===== config.mk =====
export PLATFORM = sky130hd
export DESIGN_NAME = gcs_merge
export DESIGN_NICKNAME = d
export VERILOG_FILES = /design/src/rtl/gcs_pkg.sv /design/src/rtl/gcs_merge.sv
export SDC_FILE = /design/constraint.sdc
export NUM_CORES = 1
export LEC_CHECK = 0
export ABC_AREA = 1
export BUFFER_PORTS_ARGS = -buffer_cell sky130_fd_sc_hd__buf_2
export CORE_AREA = 5 5 594 596
export DETAILED_ROUTE_END_ITERATION = 7
export DIE_AREA = 0 0 599 601
export GPL_TIMING_DRIVEN = 1
export PLACE_DENSITY_LB_ADDON = 0.05
export SYNTH_ARGS = -nofsm -noshare
export SYNTH_HDL_FRONTEND = slang
export SYNTH_SLANG_ARGS = --single-unit

===== constraint.sdc =====
create_clock -name vclk -period 2.3
set_input_delay 0.345 -clock vclk [all_inputs]
set_output_delay 0.345 -clock vclk [all_outputs]
set_load 0.02 [all_outputs]

===== src/rtl/gcs_pkg.sv =====
package gcs_pkg;

  localparam int unsigned TimeW      = 32;
  localparam int unsigned ForceW     = 16;
  localparam int unsigned PosW       = 16;
  localparam int unsigned CfgDataW   = 32;
  localparam int unsigned CfgIdxW    = 1;
  localparam int unsigned MaxResults = 4;
  localparam int unsigned FifoDepth  = 8;
  localparam int unsigned PtrW       = $clog2(FifoDepth);
  localparam int unsigned CntW       = $clog2(FifoDepth + 1);
  localparam int unsigned SlotCntW   = $clog2(MaxResults + 1);

  localparam logic [CfgIdxW-1:0] CfgContactThreshold = 1'b0;
  localparam logic [CfgIdxW-1:0] CfgMinStanceTime    = 1'b1;

  localparam logic [ForceW-1:0] ContactThresholdRst = 16'd410;
  localparam logic [TimeW-1:0]  MinStanceTimeRst    = 32'd100000;

  localparam logic LegLeft  = 1'b0;
  localparam logic LegRight = 1'b1;

  typedef enum logic [1:0] {
    PhSeekFlight = 2'd0,
    PhSeekTouch  = 2'd1,
    PhStance     = 2'd2,
    PhSwing      = 2'd3
  } phase_e;

  typedef struct packed {
    logic [TimeW-1:0]        frame_time;
    logic [ForceW-1:0]       grf_left;
    logic [ForceW-1:0]       grf_right;
    logic signed [PosW-1:0]  cop_left_x;
    logic signed [PosW-1:0]  cop_left_y;
    logic signed [PosW-1:0]  cop_left_z;
    logic signed [PosW-1:0]  cop_right_x;
    logic signed [PosW-1:0]  cop_right_y;
    logic signed [PosW-1:0]  cop_right_z;
    logic                    final_frame;
  } in_t;

  typedef struct packed {
    logic                    leg_side;
    logic [TimeW-1:0]        stance_start;
    logic [TimeW-1:0]        swing_start;
    logic [TimeW-1:0]        cycle_end;
    logic signed [PosW-1:0]  start_x;
    logic signed [PosW-1:0]  start_y;
    logic signed [PosW-1:0]  start_z;
    logic signed [PosW-1:0]  end_x;
    logic signed [PosW-1:0]  end_y;
    logic signed [PosW-1:0]  end_z;
    logic                    last_of_run;
  } out_t;

  typedef struct packed {
    logic [TimeW-1:0]        stance_start;
    logic [TimeW-1:0]        swing_start;
    logic [TimeW-1:0]        cycle_end;
    logic signed [PosW-1:0]  start_x;
    logic signed [PosW-1:0]  start_y;
    logic signed [PosW-1:0]  start_z;
    logic signed [PosW-1:0]  end_x;
    logic signed [PosW-1:0]  end_y;
    logic signed [PosW-1:0]  end_z;
  } cycle_t;

  typedef struct packed {
    logic   rel_valid;
    cycle_t rel;
    logic   flush_valid;
    cycle_t flush;
  } lane_res_t;

  typedef struct packed {
    logic [TimeW-1:0] frame_time;
    logic [ForceW-1:0] grf;
    logic signed [PosW-1:0] pos_x;
    logic signed [PosW-1:0] pos_y;
    logic signed [PosW-1:0] pos_z;
    logic final_frame;
  } lane_in_t;

endpackage


===== src/rtl/gcs_merge.sv =====
module gcs_merge (
  input  gcs_pkg::lane_res_t                 left_i,
  input  gcs_pkg::lane_res_t                 right_i,
  output gcs_pkg::out_t                      slot_o [gcs_pkg::MaxResults],
  output logic [gcs_pkg::SlotCntW-1:0]       count_o
);

  gcs_pkg::out_t                   cand [gcs_pkg::MaxResults];
  logic [gcs_pkg::MaxResults-1:0]  cand_valid;

  function automatic gcs_pkg::out_t to_out(logic side, gcs_pkg::cycle_t c);
    gcs_pkg::out_t o;
    o.leg_side     = side;
    o.stance_start = c.stance_start;
    o.swing_start  = c.swing_start;
    o.cycle_end    = c.cycle_end;
    o.start_x      = c.start_x;
    o.start_y      = c.start_y;
    o.start_z      = c.start_z;
    o.end_x        = c.end_x;
    o.end_y        = c.end_y;
    o.end_z        = c.end_z;
    o.last_of_run  = 1'b0;
    return o;
  endfunction

  always_comb begin
    cand[0]    = to_out(gcs_pkg::LegLeft, left_i.rel);
    cand[1]    = to_out(gcs_pkg::LegLeft, left_i.flush);
    cand[2]    = to_out(gcs_pkg::LegRight, right_i.rel);
    cand[3]    = to_out(gcs_pkg::LegRight, right_i.flush);
    cand_valid = {right_i.flush_valid, right_i.rel_valid,
                  left_i.flush_valid, left_i.rel_valid};
  end

  always_comb begin
    logic [gcs_pkg::SlotCntW-1:0] n;
    n = '0;
    for (int s = 0; s < gcs_pkg::MaxResults; s++) begin
      slot_o[s] = cand[s];
    end
    for (int s = 0; s < gcs_pkg::MaxResults; s++) begin
      if (cand_valid[s]) begin
        slot_o[n[gcs_pkg::SlotCntW-2:0]] = cand[s];
        n = n + 1'b1;
      end
    end
    for (int s = 0; s < gcs_pkg::MaxResults; s++) begin
      slot_o[s].last_of_run = (gcs_pkg::SlotCntW'(s) == n - 1'b1);
    end
    count_o = n;
  end

endmodule


---- After elaboration in Yosys (flattened, before gate mapping) ----
Cells that the tools add are included.
storage, ports and cells
  input bits .............................. 772
  logic and storage cells ................. 36
  output and inout bits ................... 779
  register bits ........................... 0
cells by class
  add/sub/neg operators ................... 4
  muxes and demuxes ....................... 16
  eq/ne operators ......................... 3
  reductions and logical operators ........ 4
  $lt $le $gt $ge ......................... 6
  bitwise logic cells ..................... 3
operators by type and width
  cell                   number
  $bwmux W776            3
  $mux W776              3
  $demux W194 S2         3
  $mux W194              3
  $add A3 B1 Y3 const B  3
  $ge A3 B3 Y1 const B   3
  $lt A3 B1 Y1 const B   3
  $mux W3                3
  $not A2 Y3             3
  $eq A2 B3 Y1 const A   2
  $eq A1 B3 Y1 const A   1
  $logic_and A1 B1 Y1    3
  $logic_not A3 Y1       1
  $sub A3 B1 Y3 const B  1
  $mux W1                1

---- Logic depth before layout (Yosys ltp) ----
  word-level depth ........................ 12
  mapped depth ............................ 15
  depth with buffers taken out ............ 14

---- Worst setup path after synthesis ----
OpenSTA, ideal clock, no wires.
  kind .................................... input port to output port
  start ................................... input port left_i[192] (netlist bit)
  end ..................................... output port slot_o[656] (netlist bit)
  data arrival time ....................... 2422 ps
  data required time ...................... 1955 ps
  setup slack ............................. -467 ps
  buffers on the path ..................... 3
  stages on the path ...................... 11
  path through ............................ inv_1 ha_1 nand2_2 buf_2 nand2_1 ha_1 nand2_4 nand2_2 buf_4 clkbuf_1 o21ai_0
RTL lines
  what             line            RTL
  start, declared  gcs_merge.sv:2  input gcs_pkg::lane_res_t left_i,
  end, declared    gcs_merge.sv:4  output gcs_pkg::out_t slot_o [gcs_pkg::MaxResults],

==> qor.yml <==
outcome:
  outcome: "complete, but fails checks"
  failing_checks: "negative setup slack"
cells_and_area:
  filler_cell_count: 40900
  commonest_cells_after_routing_fill_and_taps_aside: "sky130_fd_sc_hd__buf_2, sky130_fd_sc_hd__nand2_1, sky130_fd_sc_hd__o21ai_0"
  multiInputGateArea_um2: 16300
  sequential_cell_area_um2: 0
  nNetsFinal: 6056
  syn2layout_area_growth_pct: 182
  final.clkbuf_count: 0
  final_layout_size_suffix_gt1_share_pct: 54.5
  nFlopsAndLatches: 0
  final_common_cell: "sky130_fd_sc_hd__buf_2"
floorplanning:
  boundaryPins: 1551
  dieWidth_um: 599
  floorplan.die.height_um: 601
  fp-row-count: 217
  design.die.area_um2: 360000
  initial_core_util_pct: 4.26
  core_region_area_um2: 348000
job:
  cap_viol_max_count: 0
route:
  detailedRoute.firstPassIterationCount: 5
  antenna_violating_nets_post_route: 0
  wl_um: 294000
  wl_per_cell_um: 29.6
  mean_number_of_vias_per_cell: 3.22
  drt_first_iter_violations: 2070
  drcViolationCount: 0
  num_vias: 31900
critical_path:
  cp-end-kind: "output port"
  startpoint_type: "input pin"
  crit_arrival_ps: 2510
  cp_data_required_time_ps: 1960
  crit_path_category: "in -> out"
  critical_path.max_fanout: 7
sta:
  final.setup.worst_slack_ps: -559
  setup_viol_count_final: 775
  whs_ps: 1030
  totalNegativeSetupSlack_ps: -271930
  timing.fmax_mhz: 350
  final_max_slew_viol_count: 0
  tightest_slew_ps: 843
  timing.final.crit_share_pct: 124
  worst_slew_margin_rel_pct: 43.2
  rsz0062_at_grt: "true"
  final_number_of_hold_violating_endpoints: 0
  layout_min_cycle_time_ps: 2860
grt:
  maximum_number_of_pins_on_one_net_before_global_route_repair: 89
  first_global_vias: 30800
  antenna_found_initial: 221
  grt_pass1_wl_um: 357000
  grt.total_usage_pct: 14.9
  gr-total-overflow: 0
pwr:
  power.share.sequential_pct: 0
  p_per_area_nw_per_um2: 342
  power.leakage_uw: 0.0197
  clockPowerShare_pct: 0
  cell_internal_pwr_uw: 5300
  switching_share_pct: 62.9
  net-switching-power_uw: 8990
  vdd_drop_max_v: 0.0000931
  power_frac_comb_pct: 100.0
logic_synthesis:
  synth.yosys.seq_area_share_pct: 0
  post_synth.cell_area_avg_um2: 4.32
  syn-cell-area_um2: 14800
  synth_cell_type_count: 19
  post_synth_inst_count: 3424
  synth.yosys.warnings: 0
placement:
  portBuffers: 1549
  hpwl_um: 247000
  finalWeightedCongestion: 0.868
clock_network:
  hold_buffers: 0
min_path:
  holdCritPathClass: "in -> out"
==> power by group through the flow <==
stage | Clock [uW] | Combinational, uW | Sequential, uW
after CTS | 0 | 13500 | 0
after floorplan | 0 | 5030 | 0
final | 0.00139 | 14300 | 0
after global placement | 0 | 12300 | 0
after detailed placement | 0 | 12200 | 0
after global routing | 0.000467 | 15100 | 0
==> per-stage QoR <==
step           instances  total power [uW]  util [%]  setup slack (ps)  area [um2]
2_1_floorplan       3425              5030         -              -117       16800
3_3_place_gp        9677             12300      9.73             -1410       33800
3_5_place_dp        9677             12200      9.73             -1410       33800
4_1_cts             9784             13500      10.9              -606       37700
5_1_grt             9883             15100      12.0              -600       41700
6_report            9909             14300      12.0              -559       41800
==> layer usage <==
layer	global-route usage, %	part of all wire, %	up-vias	wire [um]
li1	-	-	14800	-
met1	17.9	41	15300	121000
met2	28.0	51	1249	150000
met3	3.28	5.9	412	17400
met4	0.845	1.6	58	4760
met5	0	0.13	-	380
==> worst max-delay path, cell delays in order <==
cell	delay (ps)
sky130_fd_sc_hd__buf_12	100
sky130_fd_sc_hd__inv_8	30
sky130_fd_sc_hd__ha_4	230
sky130_fd_sc_hd__buf_6	130
sky130_fd_sc_hd__nand2_8	60
sky130_fd_sc_hd__nand2_8	60
sky130_fd_sc_hd__buf_6	120
sky130_fd_sc_hd__ha_4	160
sky130_fd_sc_hd__nand2_8	70
sky130_fd_sc_hd__buf_6	100
sky130_fd_sc_hd__buf_12	160
sky130_fd_sc_hd__buf_16	160
sky130_fd_sc_hd__buf_12	140
sky130_fd_sc_hd__buf_16	140
sky130_fd_sc_hd__nor2_4	40
sky130_fd_sc_hd__a21oi_4	230
sky130_fd_sc_hd__buf_6	170
==> area by class of cell <==
cell class         count  area share, %
inverters            322           3.07
multi-input cells   2810           38.9
repair buffers      2143           44.0
well taps           4599           13.8
repair inverters       1         0.0389
diodes                34          0.204
==> worst paths after layout <==
check                  startpoint     endpoint  slack [ps]  cells after the start
worst max-delay path  left_i[192]  slot_o[371]        -560                     17
worst min-delay path  right_i[35]  slot_o[424]        1030                      4
==> repair_timing <==
| action | 4_1_cts | 5_1_grt |
|---|---|---|
| pin swaps | 52 | 79 |
| setup buffers | 72 | 72 |
| endpoints found under the setup margin | 777 | 776 |
| resized for setup | 582 | 834 |
| cloned | 43 | 40 |
==> synth_stat cells, drive strengths merged <==
cell | instances | share of area (%)
a21oi | 228 | 7.7
buf | 137 | 5.3
clkbuf | 156 | 4.0
conb | 1 | 0.025
ha | 6 | 0.51
inv | 322 | 8.2
nand2 | 1294 | 33
nand3 | 80 | 2.7
nor2 | 234 | 6.0
o21ai | 965 | 33
or2 | 1 | 0.042
==> kinds of logic after synthesis <==
logic type | synth area share (%)
simple gates | 41.7
buf+inv | 17.4
compound gates | 40.4
other cells | 0.0253
fa+ha+maj | 0.507
No activity file was read; power rests on OpenSTA's default activity.
