<file path="src/rtl/gcs_pkg.sv">
package gcs_pkg;

  localparam int unsigned TimeW      = 32;
  localparam int unsigned ForceW     = 16;
  localparam int unsigned PosW       = 16;
  localparam int unsigned CfgDataW   = 32;
  localparam int unsigned CfgIdxW    = 1;
  localparam int unsigned MaxResults = 4;
  localparam int unsigned FifoDepth  = 8;
  localparam int unsigned PtrW       = $clog2(FifoDepth);
  localparam int unsigned CntW       = $clog2(FifoDepth + 1);
  localparam int unsigned SlotCntW   = $clog2(MaxResults + 1);

  localparam logic [CfgIdxW-1:0] CfgContactThreshold = 1'b0;
  localparam logic [CfgIdxW-1:0] CfgMinStanceTime    = 1'b1;

  localparam logic [ForceW-1:0] ContactThresholdRst = 16'd410;
  localparam logic [TimeW-1:0]  MinStanceTimeRst    = 32'd100000;

  localparam logic LegLeft  = 1'b0;
  localparam logic LegRight = 1'b1;

  typedef enum logic [1:0] {
    PhSeekFlight = 2'd0,
    PhSeekTouch  = 2'd1,
    PhStance     = 2'd2,
    PhSwing      = 2'd3
  } phase_e;

  typedef struct packed {
    logic [TimeW-1:0]        frame_time;
    logic [ForceW-1:0]       grf_left;
    logic [ForceW-1:0]       grf_right;
    logic signed [PosW-1:0]  cop_left_x;
    logic signed [PosW-1:0]  cop_left_y;
    logic signed [PosW-1:0]  cop_left_z;
    logic signed [PosW-1:0]  cop_right_x;
    logic signed [PosW-1:0]  cop_right_y;
    logic signed [PosW-1:0]  cop_right_z;
    logic                    final_frame;
  } in_t;

  typedef struct packed {
    logic                    leg_side;
    logic [TimeW-1:0]        stance_start;
    logic [TimeW-1:0]        swing_start;
    logic [TimeW-1:0]        cycle_end;
    logic signed [PosW-1:0]  start_x;
    logic signed [PosW-1:0]  start_y;
    logic signed [PosW-1:0]  start_z;
    logic signed [PosW-1:0]  end_x;
    logic signed [PosW-1:0]  end_y;
    logic signed [PosW-1:0]  end_z;
    logic                    last_of_run;
  } out_t;

  typedef struct packed {
    logic [TimeW-1:0]        stance_start;
    logic [TimeW-1:0]        swing_start;
    logic [TimeW-1:0]        cycle_end;
    logic signed [PosW-1:0]  start_x;
    logic signed [PosW-1:0]  start_y;
    logic signed [PosW-1:0]  start_z;
    logic signed [PosW-1:0]  end_x;
    logic signed [PosW-1:0]  end_y;
    logic signed [PosW-1:0]  end_z;
  } cycle_t;

  typedef struct packed {
    logic   rel_valid;
    cycle_t rel;
    logic   flush_valid;
    cycle_t flush;
  } lane_res_t;

  typedef struct packed {
    logic [TimeW-1:0] frame_time;
    logic [ForceW-1:0] grf;
    logic signed [PosW-1:0] pos_x;
    logic signed [PosW-1:0] pos_y;
    logic signed [PosW-1:0] pos_z;
    logic final_frame;
  } lane_in_t;

endpackage

</file>
<file path="src/rtl/gcs_lane.sv">
module gcs_lane (
  input  logic                               clk_i,
  input  logic                               rst_ni,
  input  logic                               accept_i,
  input  gcs_pkg::lane_in_t                  frame_i,
  input  logic [gcs_pkg::ForceW-1:0]         threshold_i,
  input  logic [gcs_pkg::TimeW-1:0]          stance_min_i,
  output gcs_pkg::lane_res_t                 res_o
);

  gcs_pkg::phase_e               phase_q, phase_d;
  logic                          pv_q, pv_d;
  logic [gcs_pkg::TimeW-1:0]     open_start_q, open_start_d;
  logic [gcs_pkg::TimeW-1:0]     open_swing_q, open_swing_d;
  logic signed [gcs_pkg::PosW-1:0] open_x_q, open_y_q, open_z_q;
  logic signed [gcs_pkg::PosW-1:0] open_x_d, open_y_d, open_z_d;
  gcs_pkg::cycle_t               pend_q, pend_d;
  logic                          contact;
  logic                          complete;
  logic                          bump;
  logic [gcs_pkg::TimeW-1:0]     stance;

  assign contact  = frame_i.grf >= threshold_i;
  assign stance   = open_swing_q - open_start_q;
  assign bump     = stance < stance_min_i;
  assign complete = (phase_q == gcs_pkg::PhSwing) && contact;

  always_comb begin
    phase_d = phase_q;
    case (phase_q)
      gcs_pkg::PhSeekFlight: begin
        if (!contact) phase_d = gcs_pkg::PhSeekTouch;
      end
      gcs_pkg::PhSeekTouch: begin
        if (contact) phase_d = gcs_pkg::PhStance;
      end
      gcs_pkg::PhStance: begin
        if (!contact) phase_d = gcs_pkg::PhSwing;
      end
      gcs_pkg::PhSwing: begin
        if (contact) phase_d = gcs_pkg::PhStance;
      end
      default: phase_d = gcs_pkg::PhSeekFlight;
    endcase
    if (frame_i.final_frame) phase_d = gcs_pkg::PhSeekFlight;
  end

  always_comb begin
    pv_d         = pv_q;
    open_start_d = open_start_q;
    open_swing_d = open_swing_q;
    open_x_d     = open_x_q;
    open_y_d     = open_y_q;
    open_z_d     = open_z_q;
    pend_d       = pend_q;
    if ((phase_q == gcs_pkg::PhSeekTouch && contact) || complete) begin
      open_start_d = frame_i.frame_time;
      open_x_d     = frame_i.pos_x;
      open_y_d     = frame_i.pos_y;
      open_z_d     = frame_i.pos_z;
    end
    if (phase_q == gcs_pkg::PhStance && !contact) begin
      open_swing_d = frame_i.frame_time;
    end
    if (complete && (!bump || pv_q)) begin
      pend_d.cycle_end = frame_i.frame_time;
      pend_d.end_x     = frame_i.pos_x;
      pend_d.end_y     = frame_i.pos_y;
      pend_d.end_z     = frame_i.pos_z;
      if (!bump) begin
        pv_d                = 1'b1;
        pend_d.stance_start = open_start_q;
        pend_d.swing_start  = open_swing_q;
        pend_d.start_x      = open_x_q;
        pend_d.start_y      = open_y_q;
        pend_d.start_z      = open_z_q;
      end
    end
  end

  always_comb begin
    res_o.rel_valid   = accept_i && complete && !bump && pv_q;
    res_o.rel         = pend_q;
    res_o.flush_valid = accept_i && frame_i.final_frame && pv_d;
    res_o.flush       = pend_d;
  end

  always_ff @(posedge clk_i or negedge rst_ni) begin
    if (!rst_ni) begin
      phase_q <= gcs_pkg::PhSeekFlight;
      pv_q    <= 1'b0;
    end else if (accept_i) begin
      phase_q <= phase_d;
      pv_q    <= pv_d && !frame_i.final_frame;
    end
  end

  always_ff @(posedge clk_i) begin
    if (accept_i) begin
      open_start_q <= open_start_d;
      open_swing_q <= open_swing_d;
      open_x_q     <= open_x_d;
      open_y_q     <= open_y_d;
      open_z_q     <= open_z_d;
      pend_q       <= pend_d;
    end
  end

`ifndef SYNTHESIS
  a_rel_needs_pending: assert property (@(posedge clk_i) disable iff (!rst_ni)
    res_o.rel_valid |-> pv_q)
    else $error("released a cycle with nothing pending");
  a_rel_needs_swing: assert property (@(posedge clk_i) disable iff (!rst_ni)
    res_o.rel_valid |-> phase_q == gcs_pkg::PhSwing)
    else $error("released a cycle outside swing");
  a_final_clears: assert property (@(posedge clk_i) disable iff (!rst_ni)
    (accept_i && frame_i.final_frame) |=> (!pv_q && phase_q == gcs_pkg::PhSeekFlight))
    else $error("leg state not cleared after the last frame");
`endif

endmodule

</file>
<file path="config.mk">
export PLATFORM = sky130hd
export DESIGN_NAME = gcs_lane
export DESIGN_NICKNAME = d
export VERILOG_FILES = /design/src/rtl/gcs_pkg.sv /design/src/rtl/gcs_lane.sv
export SDC_FILE = /design/constraint.sdc
export NUM_CORES = 1
export LEC_CHECK = 0
export BUFFER_PORTS_ARGS = -buffer_cell sky130_fd_sc_hd__buf_4
export CORE_AREA = 2 2 207 209
export DETAILED_ROUTE_END_ITERATION = 6
export DIE_AREA = 0 0 209 211
export GPL_ROUTABILITY_DRIVEN = 0
export GPL_TIMING_DRIVEN = 0
export HOLD_SLACK_MARGIN = 0.15
export MAX_ROUTING_LAYER = met4
export PLACE_DENSITY = 0.59
export SLEW_MARGIN = 20
export SYNTH_ARGS = -nofsm -noshare
export SYNTH_HDL_FRONTEND = slang
export SYNTH_SLANG_ARGS = --single-unit
</file>
<file path="constraint.sdc">
create_clock -name clk_i -period 8.8 [get_ports clk_i]
set_clock_uncertainty 0.1 [all_clocks]
set_input_delay 2.2 -clock clk_i [delete_from_list [all_inputs] [get_ports clk_i]]
set_output_delay 2.2 -clock clk_i [all_outputs]
set_load 0.03 [all_outputs]
</file>
Word level (Yosys, flattened, before mapping)
Index checks and enable logic that the tools add are counted.
- register bits after elaboration: 307
- input port bits: 148
- output and inout bits: 386
- word-level logic and storage cells: 55
- add/sub/neg operators: 1
- multiplexer cells: 10
- magnitude comparators: 2
- reduce and logical (&&, ||, !) cells: 20
- eq/ne operators: 6
- operators by type and width (cell ; number):
    2-to-1 mux 192 bit ; 1
    2-to-1 mux 64 bit ; 1
    2-to-1 mux 48 bit ; 1
    < comparator 32 bit ; 1
    subtractor 32 bit ; 1
    >= comparator 16 bit ; 1
    logical AND 1 bit ; 10
    2-to-1 mux 2 bit ; 4
    != test 3 bit, second input constant ; 2
    case mux 2 bit (3 select lines) ; 1
    equality test 2 bit, second input constant ; 2
    AND reduction 2 bit ; 2
    AND reduction 4 bit ; 1
    logical NOT 1 bit ; 3
    != test 3 x 1 -> 1 bit, second input constant ; 1
    equality test 2 x 1 -> 1 bit, second input constant ; 1
    logical NOT 2 bit ; 1
    logical OR 1 bit ; 2
    2-to-1 mux 1 bit ; 2
    OR reduction 2 bit ; 1

Longest topological paths before layout
Gate-level depths: netlist (run 1).
- word-level depth: 7
- depth in mapped cells: 22
- gate-level depth less buffers: 19

Worst setup path before layout (run 1)
No wires, ideal clock.
- path type: input -> output
- start: in threshold_i[11] in the netlist's numbering
- end: out res_o[385] in the netlist's numbering
- data required time: 6.500 ns
- path buffers: 0
- stages on the path: 9
- slack: 0.794 ns
- data arrival time: 5.706 ns
- path through: inv_1 ha_1 nand3_1 o22ai_1 nor2_1 o21ai_0 a21o_1 and3_1 o2111a_1
- RTL lines (item ; RTL line ; RTL):
    start, declared ; gcs_lane.sv:6 ; input logic [gcs_pkg::ForceW-1:0] threshold_i,
    end, declared ; gcs_lane.sv:8 ; output gcs_pkg::lane_res_t res_o

==> results of run 1 <==
## cells in the final DEF (no fill, tap or decap), drive strengths merged, types with 3 or more instances in the layout
cell type / instances
a2111oi: 3
a211oi: 6
a21o: 28
a21oi: 39
a31oi: 5
and3: 4
buf: 562
clkbuf: 52
clkinv: 11
dfrtp: 3
edfxtp: 304
ha: 78
inv: 94
mux2: 192
nand2: 23
nand3: 12
nand4: 8
nor2: 18
nor3: 6
o211ai: 9
o21ai: 18
xnor2: 18
xor2: 11
## routing by layer
metal,global-route usage [%],vias to the layer above,share of wire [%],routed length [um]
met1,23.1,4998,39,17500
li1,-,4765,-,-
met2,34.6,416,50,22700
met5,-,-,0,0
met4,6.26,0,2.1,956
met3,6.42,63,8.6,3870
## registers in the layout, summed over array words and instances (netlist names)
signal,cells
open_x_q,16
open_start_q,32
open_swing_q,32
pv_q,1
open_z_q,16
open_y_q,16
phase_q,2
res_o,192
## power by group through the flow
stage / Clock (mW) / Sequential (mW) / Combinational, mW
global placement: 0 / 1.78 / 0.801
global route: 1.49 / 1.76 / 0.859
floorplan: 0 / 1.88 / 0.350
finish: 1.40 / 1.75 / 0.807
CTS: 1.44 / 1.75 / 0.815
detailed placement: 0 / 1.77 / 0.813
## per-stage QoR
stage	total power [mW]	hold slack [ps]	std cells	area [sq um]	util, %
6_report	3.95	468	2086	20500	49.1
5_1_grt	4.10	482	2086	20500	49.1
4_1_cts	4.00	469	2084	20400	49.0
3_5_place_dp	2.59	455	2021	19300	46.3
3_3_place_gp	2.58	447	2014	19200	46.0
2_1_floorplan	2.23	407	942	14500	-
## area by class of cell
cell class,count,area [sq um],share of cell area (%)
clock inverters,16,128,0.623
well taps,539,674,3.29
inverters,92,345,1.69
clock buffers,46,960,4.68
flip-flops and latches,307,9200,44.9
repair buffers,543,4160,20.3
multi-input cells,518,4840,23.6
plain buffers,25,184,0.898
## logic make-up (layout without fill, tap and decap cells)
| logic type | Yosys count | count (layout) |
|---|---|---|
| multiplexers | 192 | 192 |
| buffers and inverters | 117 | 722 |
| flip-flops | 307 | 307 |
| AND/OR/NAND/NOR | 80 | 80 |
| XOR/XNOR | 29 | 29 |
| adder cells (fa/ha/maj) | 79 | 79 |
| AO/OA/AOI/OAI | 138 | 138 |
## worst paths after layout
path,start,to,cells past startpoint
setup / recovery,open_start_q[9]$_DFFE_PP_,res_o[155],22
hold / removal,open_x_q[1]$_DFFE_PP_,res_o[274]$_DFFE_PP_,1
setup reg to reg,open_start_q[9]$_DFFE_PP_,res_o[350]$_DFFE_PP_,21
hold reg to reg,open_x_q[1]$_DFFE_PP_,res_o[274]$_DFFE_PP_,1
max in group asynchronous,rst_ni,pv_q$_DFFE_PN0P_,1
min in group asynchronous,rst_ni,phase_q[1]$_DFFE_PN0P_,1
## timing repair
| item | 4_1_cts | 5_1_grt |
|---|---|---|
| resized for setup | 0 | 6 |
| buffers inserted | 1 | 2 |
| setup endpoints to repair | 80 | 83 |
| pin swaps | 1 | 1 |
==> impl_results.md, run 1 <==
* CTS Hold Bufs at 0
* Min-Delay Path Class: register to register
* Cells after Synth at 942
* TritonCTS Sinks at 307
* Sw power at around 1.1 mW
* Global-route wire length before repair at 65300 um
* Power per cell area at 193 nW/um^2
* I/O pins at 534
* Wire per inst at between 20 and 25 um
* Fmax at 0.119 GHz
* WL final at approximately 45000 um
* Area grow syn2layout at 41.0%
* Post-synthesis compound-gate area fraction at roughly 6.7%
* Fin worst setup slack at approximately 420 ps
* Core Rows at 75
* TritonCTS clock tree: done
* Grt ovf at 0
* Clk slew on worst S/H paths at 60 ps
* Tcrit/Tclk final at between 90% and 100%
* Synthesized cell area at about 15000 sq um
* Initial core utilization at 34.8%
* Adder-cell share of the synthesized area at under 10%
* Clk buf depth at 3
* Static Leakage at between 8 and 9 nW
* Slowest cell on crit path: o31ai_1
* # DRC at 0
* Number of global-route vias before repair at about 11000
* Mean Syn Cell Area at between 15 and 20 sq um
* Worst-Margin Slew at roughly 640 ps
* Launching element type of the critical path: register
* TNS Setup at 0 ps
* Worst endpoint required time at about 6500 ps
* Post-Synth Simple-Gate Area at under 10%
* Slew headroom at around 57%
* CP delay by family, top: compound AO/OA/AOI/OAI gates
* Post-Syn Nets at between 1000 and 1500
* Max Cap Viol at 0
* CP Cell Sequence: inv_1, ha_1, clkbuf_1, a21o_1, a21oi_1, o21ai_0, o211ai_1, o31ai_1, a31oi_1, xnor2_1, ha_1, nand4_1, or2_1, nor2_1, o211ai_1, a311oi_2, o211a_1, clkbuf_4, buf_6, buf_6, mux2_4, buf_4
* Port-buffer cells at ~530
* CP peak stage delay at 480 ps
* Die ar. at between 40000 and 50000 sq um
* Multiplexer area fraction after synthesis at roughly 15%
* Largest net degree at the start of global routing at 93
* Ys Warns at 0
* Vias at roughly 10000
* Reg power frac at between 40% and 50%
* VDD IR-drop max at between 150 and 200 uV
* Root Buffer: clkbuf_16
* Outcome: completed
* Final Hold Viols at 0
* Pint at 2.82 mW
* Layout cell share with drive strength beyond 1 at 52.4%
* FFs w/ async S/R, synth at less than 1%
* Xor and xnor area share after synthesis at 1.75%
* Reg2Reg Setup Slack at a little over 3000 ps
* CP arrival at between 6000 and 7000 ps
* Drt via density at around 5
* Clock power frac at between 30 and 40%
* Top post-synthesis cells by area: edfxtp_1 (63%), mux2_2 (14%), ha_1 (6.7%), inv_1 (2.4%), a21o_1 (1.4%)
* Detailed router's first-iteration violation count at 450
* Post-route ant nets at 0
* Gate power share at 20.4%
* H-tree depth at 2
* Fin crit period at ~8400 ps
* Most frequent cell after synthesis: edfxtp_1
* TritonCTS Buffers at 36
* Post-synth top area share at about 63%
* Count of final max-slew check failures at 0
* Critical Path Sink Type: output port
* Final #Nets at between 1500 and 2000
* Crit-path max FO at 10
* Synth Flop Type: edfxtp_1
* # setup viols final at 0
* Crit path buffers/inverters at 6
* Die height at roughly 210 um
* Clk_lat worst skew at between 500 and 600 ps
* Initial antenna violation count at 1
* Fill cells at around 3700
* GRT Overall Usage at 20.4%
* Sw Share at about 28%
* Drt first pass iters at 4
* Synth top cells by count: edfxtp_1 (304), mux2_2 (182), inv_1 (92)
* Largest family of logic cells by synthesized area: multiplexers
* Yosys top cell by area: edfxtp_1
* Seq/Total Area, Yosys at between 60 and 70%
* Core area at 41800 sq um
* Setup WS pre-CTS at approximately 450 ps
* Post-synth EDFFs at 304
* Crit path kind: register to output port
* DIE WIDTH at 209 um
* # diodes at 0
* Dpl hpwl at 35200 um
* Yosys reg bits at between 300 and 400
* RSZ-0062 raised after global routing: no
* Count of different cell masters after synthesis at 55
Note: power is estimated with default switching activity, not from simulation.
==> run 2, diff against run 1 <==
==> constraint.sdc (replaced) <==
create_clock -name clk_i -period 8.39 [get_ports clk_i]
set_clock_uncertainty 0.1 [all_clocks]
set_input_delay 2.0975 -clock clk_i [delete_from_list [all_inputs] [get_ports clk_i]]
set_output_delay 2.0975 -clock clk_i [all_outputs]
set_load 0.03 [all_outputs]
==> impl_results.md, run 2 (same netlist as run 1, synthesis figures left out) <==
* Final Cell Area at 20500 sq um (+0.16%)
* Power per cell area at 202 nW/um^2 (+4.8%)
* Min-Delay Path Class: register to register
* Outcome: completed
* Hold Startpoint: open_x_q[1]$_DFFE_PP_
* Grt ovf at 0 (unchanged)
* Drt first pass iters at 5 (+1)
* VDD IR-drop max at 173 uV (+4.8%)
* # DRC at 0 (unchanged)
* Final #Nets at 1750 (unchanged)
* Hold depth at 1 (unchanged)
* Static Leakage at 8.72 nW (+0.11%)
* Critical Path Sink Type: output port
* Initial antenna violation count at 1 (unchanged)
* Crit path kind: register to output port
* Tcrit/Tclk final at between 90% and 100%
* Reg2reg end: res_o[341]$_DFFE_PP_
* Max reg flops at 192 (unchanged)
* Reg2reg start: open_start_q[9]$_DFFE_PP_
* Root Buffer: clkbuf_16
* Final non-filler cell total at 2086 (unchanged)
* Placement Cell Area at 19300 sq um (unchanged)
* Port-buffer cells at 533 (unchanged)
* Setup WS pre-CTS at 140 ps (-308 ps)
* Crit-path max FO at 10 (unchanged)
* Core area at 41800 sq um (unchanged)
* Worst endpoint required time at 6190 ps (-310 ps)
* Fmax at between 0.1 and 0.15 GHz
* WL final at 45100 um (+0.16%)
* I/O pins at 534 (unchanged)
* Hold Path Sink: res_o[274]$_DFFE_PP_
* GRT Overall Usage at 20.4% (about the same)
* Number of global-route vias before repair at 10500 (unchanged)
* Reg2Reg Setup Slack at 2930 ps (-160 ps)
* Core Rows at 75 (unchanged)
* Clk buf depth at 3 (unchanged)
* Fin crit period at around 8000 ps
* Detailed router's first-iteration violation count at 452 (+0.44%)
* Fin worst setup slack at 359 ps (-59.3 ps)
* Global-route wire length before repair at 65300 um (about the same)
* Drt via density at 4.92 (+0.21%)
* TritonCTS Sinks at 307 (unchanged)
* Worst-Margin Slew at 649 ps (+4.51 ps)
* Vias at 10300 (+0.21%)
* Layout cell share with drive strength beyond 1 at 52.6% (+0.19 points)
* Max Cap Viol at 0 (unchanged)
* Post-route ant nets at 0 (unchanged)
* Count of final max-slew check failures at 0 (unchanged)
* Area grow syn2layout at 41.2%
* Clk slew on worst S/H paths at 60 ps (about the same)
* Die height at 211 um (unchanged)
* Clk_lat worst skew at 550 ps (about the same)
* Largest net degree at the start of global routing at 93 (unchanged)
* CP arrival at 5830 ps (-250 ps)
* Wire per inst at 21.6 um (+0.16%)
* # setup viols final at 0 (unchanged)
* Launching element type of the critical path: register
* TritonCTS Buffers at 36 (unchanged)
* # placed instances at 2021 (unchanged)
* # diodes at 0 (unchanged)
* TNS Setup at 0 ps (unchanged)
* DIE WIDTH at 209 um (unchanged)
* Initial core utilization at 34.8% (unchanged)
* TritonCTS clock tree: done
* Die ar. at 44100 sq um (unchanged)
* R2r worst-path depth at 20 (-4.8%)
* Dpl hpwl at 35200 um (unchanged)
* Most frequent cells in the layout: buf_4 (539), edfxtp_1 (304), mux2_2 (182), inv_1 (92), ha_1 (78)
* Commonest non-fill, non-tap cell in the layout: buf_4
* Slew headroom at 56.8% (-0.30 points)
* Final Hold Viols at 0 (unchanged)
* H-tree depth at 2 (unchanged)
==> run 2: layer usage <==
layer  vias to the layer above  track usage, %  share of wire [%]  wire length (um)
met5                         -               -                  0                 0
met4                         0            6.08                2.1               954
met3                        64            6.42                8.6              3900
met2                       413            34.6                 50             22700
met1                      5018            23.1                 39             17500
li1                       4769               -                  -                 -
==> run 2: repair_timing <==
| action | in CTS | in global routing |
|---|---|---|
| pin swaps | 2 | 2 |
| setup endpoints to repair | 150 | 188 |
| hold buffers | 0 | 0 |
| resized for setup | 5 | 9 |
| setup buffers | 1 | 2 |
==> run 2: where the power goes <==
group          switching (mW)  internal [mW]  total, mW
sequential             0.0401           1.79       1.83
clock                   0.623          0.844       1.47
combinational           0.520          0.329      0.849
==> run 2: worst max path at each step <==
stage / to / startpoint / slack [ps]
3_5_place_dp: res_o[122] / open_swing_q[0]$_DFFE_PP_ / 140
6_report: res_o[155] / open_start_q[9]$_DFFE_PP_ / 360
4_1_cts: res_o[155] / open_start_q[19]$_DFFE_PP_ / 40
3_3_place_gp: res_o[385] / accept_i / -2200
2_1_floorplan: res_o[385] / threshold_i[11] / 590
5_1_grt: res_o[155] / open_swing_q[0]$_DFFE_PP_ / -6
==> run 2: final cells by class <==
type	count	area, sq um
plain buffers	25	193
repair buffers	543	4160
flip-flops and latches	307	9200
inverters	92	345
clock buffers	46	960
well taps	539	674
multi-input cells	518	4860
clock inverters	16	128
fillers	3709	21200
==> run 2: critical path, stage by stage (launching register included) <==
cell,delay (ps)
edfxtp_1,390
inv_1,60
ha_1,270
clkbuf_1,340
a21o_1,250
a21oi_1,60
o21ai_0,370
o211ai_1,260
o31ai_2,360
a31oi_1,160
xnor2_1,150
ha_1,280
nand4_1,80
or2_1,250
nor2_1,180
o211ai_1,190
a311oi_2,330
o211a_1,180
buf_4,200
buf_6,190
buf_8,200
mux2_4,330
buf_4,180
==> run 2: stage by stage <==
stage               hold WS, ps  utilization [%]  total power, mW
global route                482             49.1             4.30
global placement            447             46.0             2.70
detailed placement          455             46.3             2.71
CTS                         469             49.0             4.20
finish                      468             49.1             4.15
floorplan                   407                -             2.34
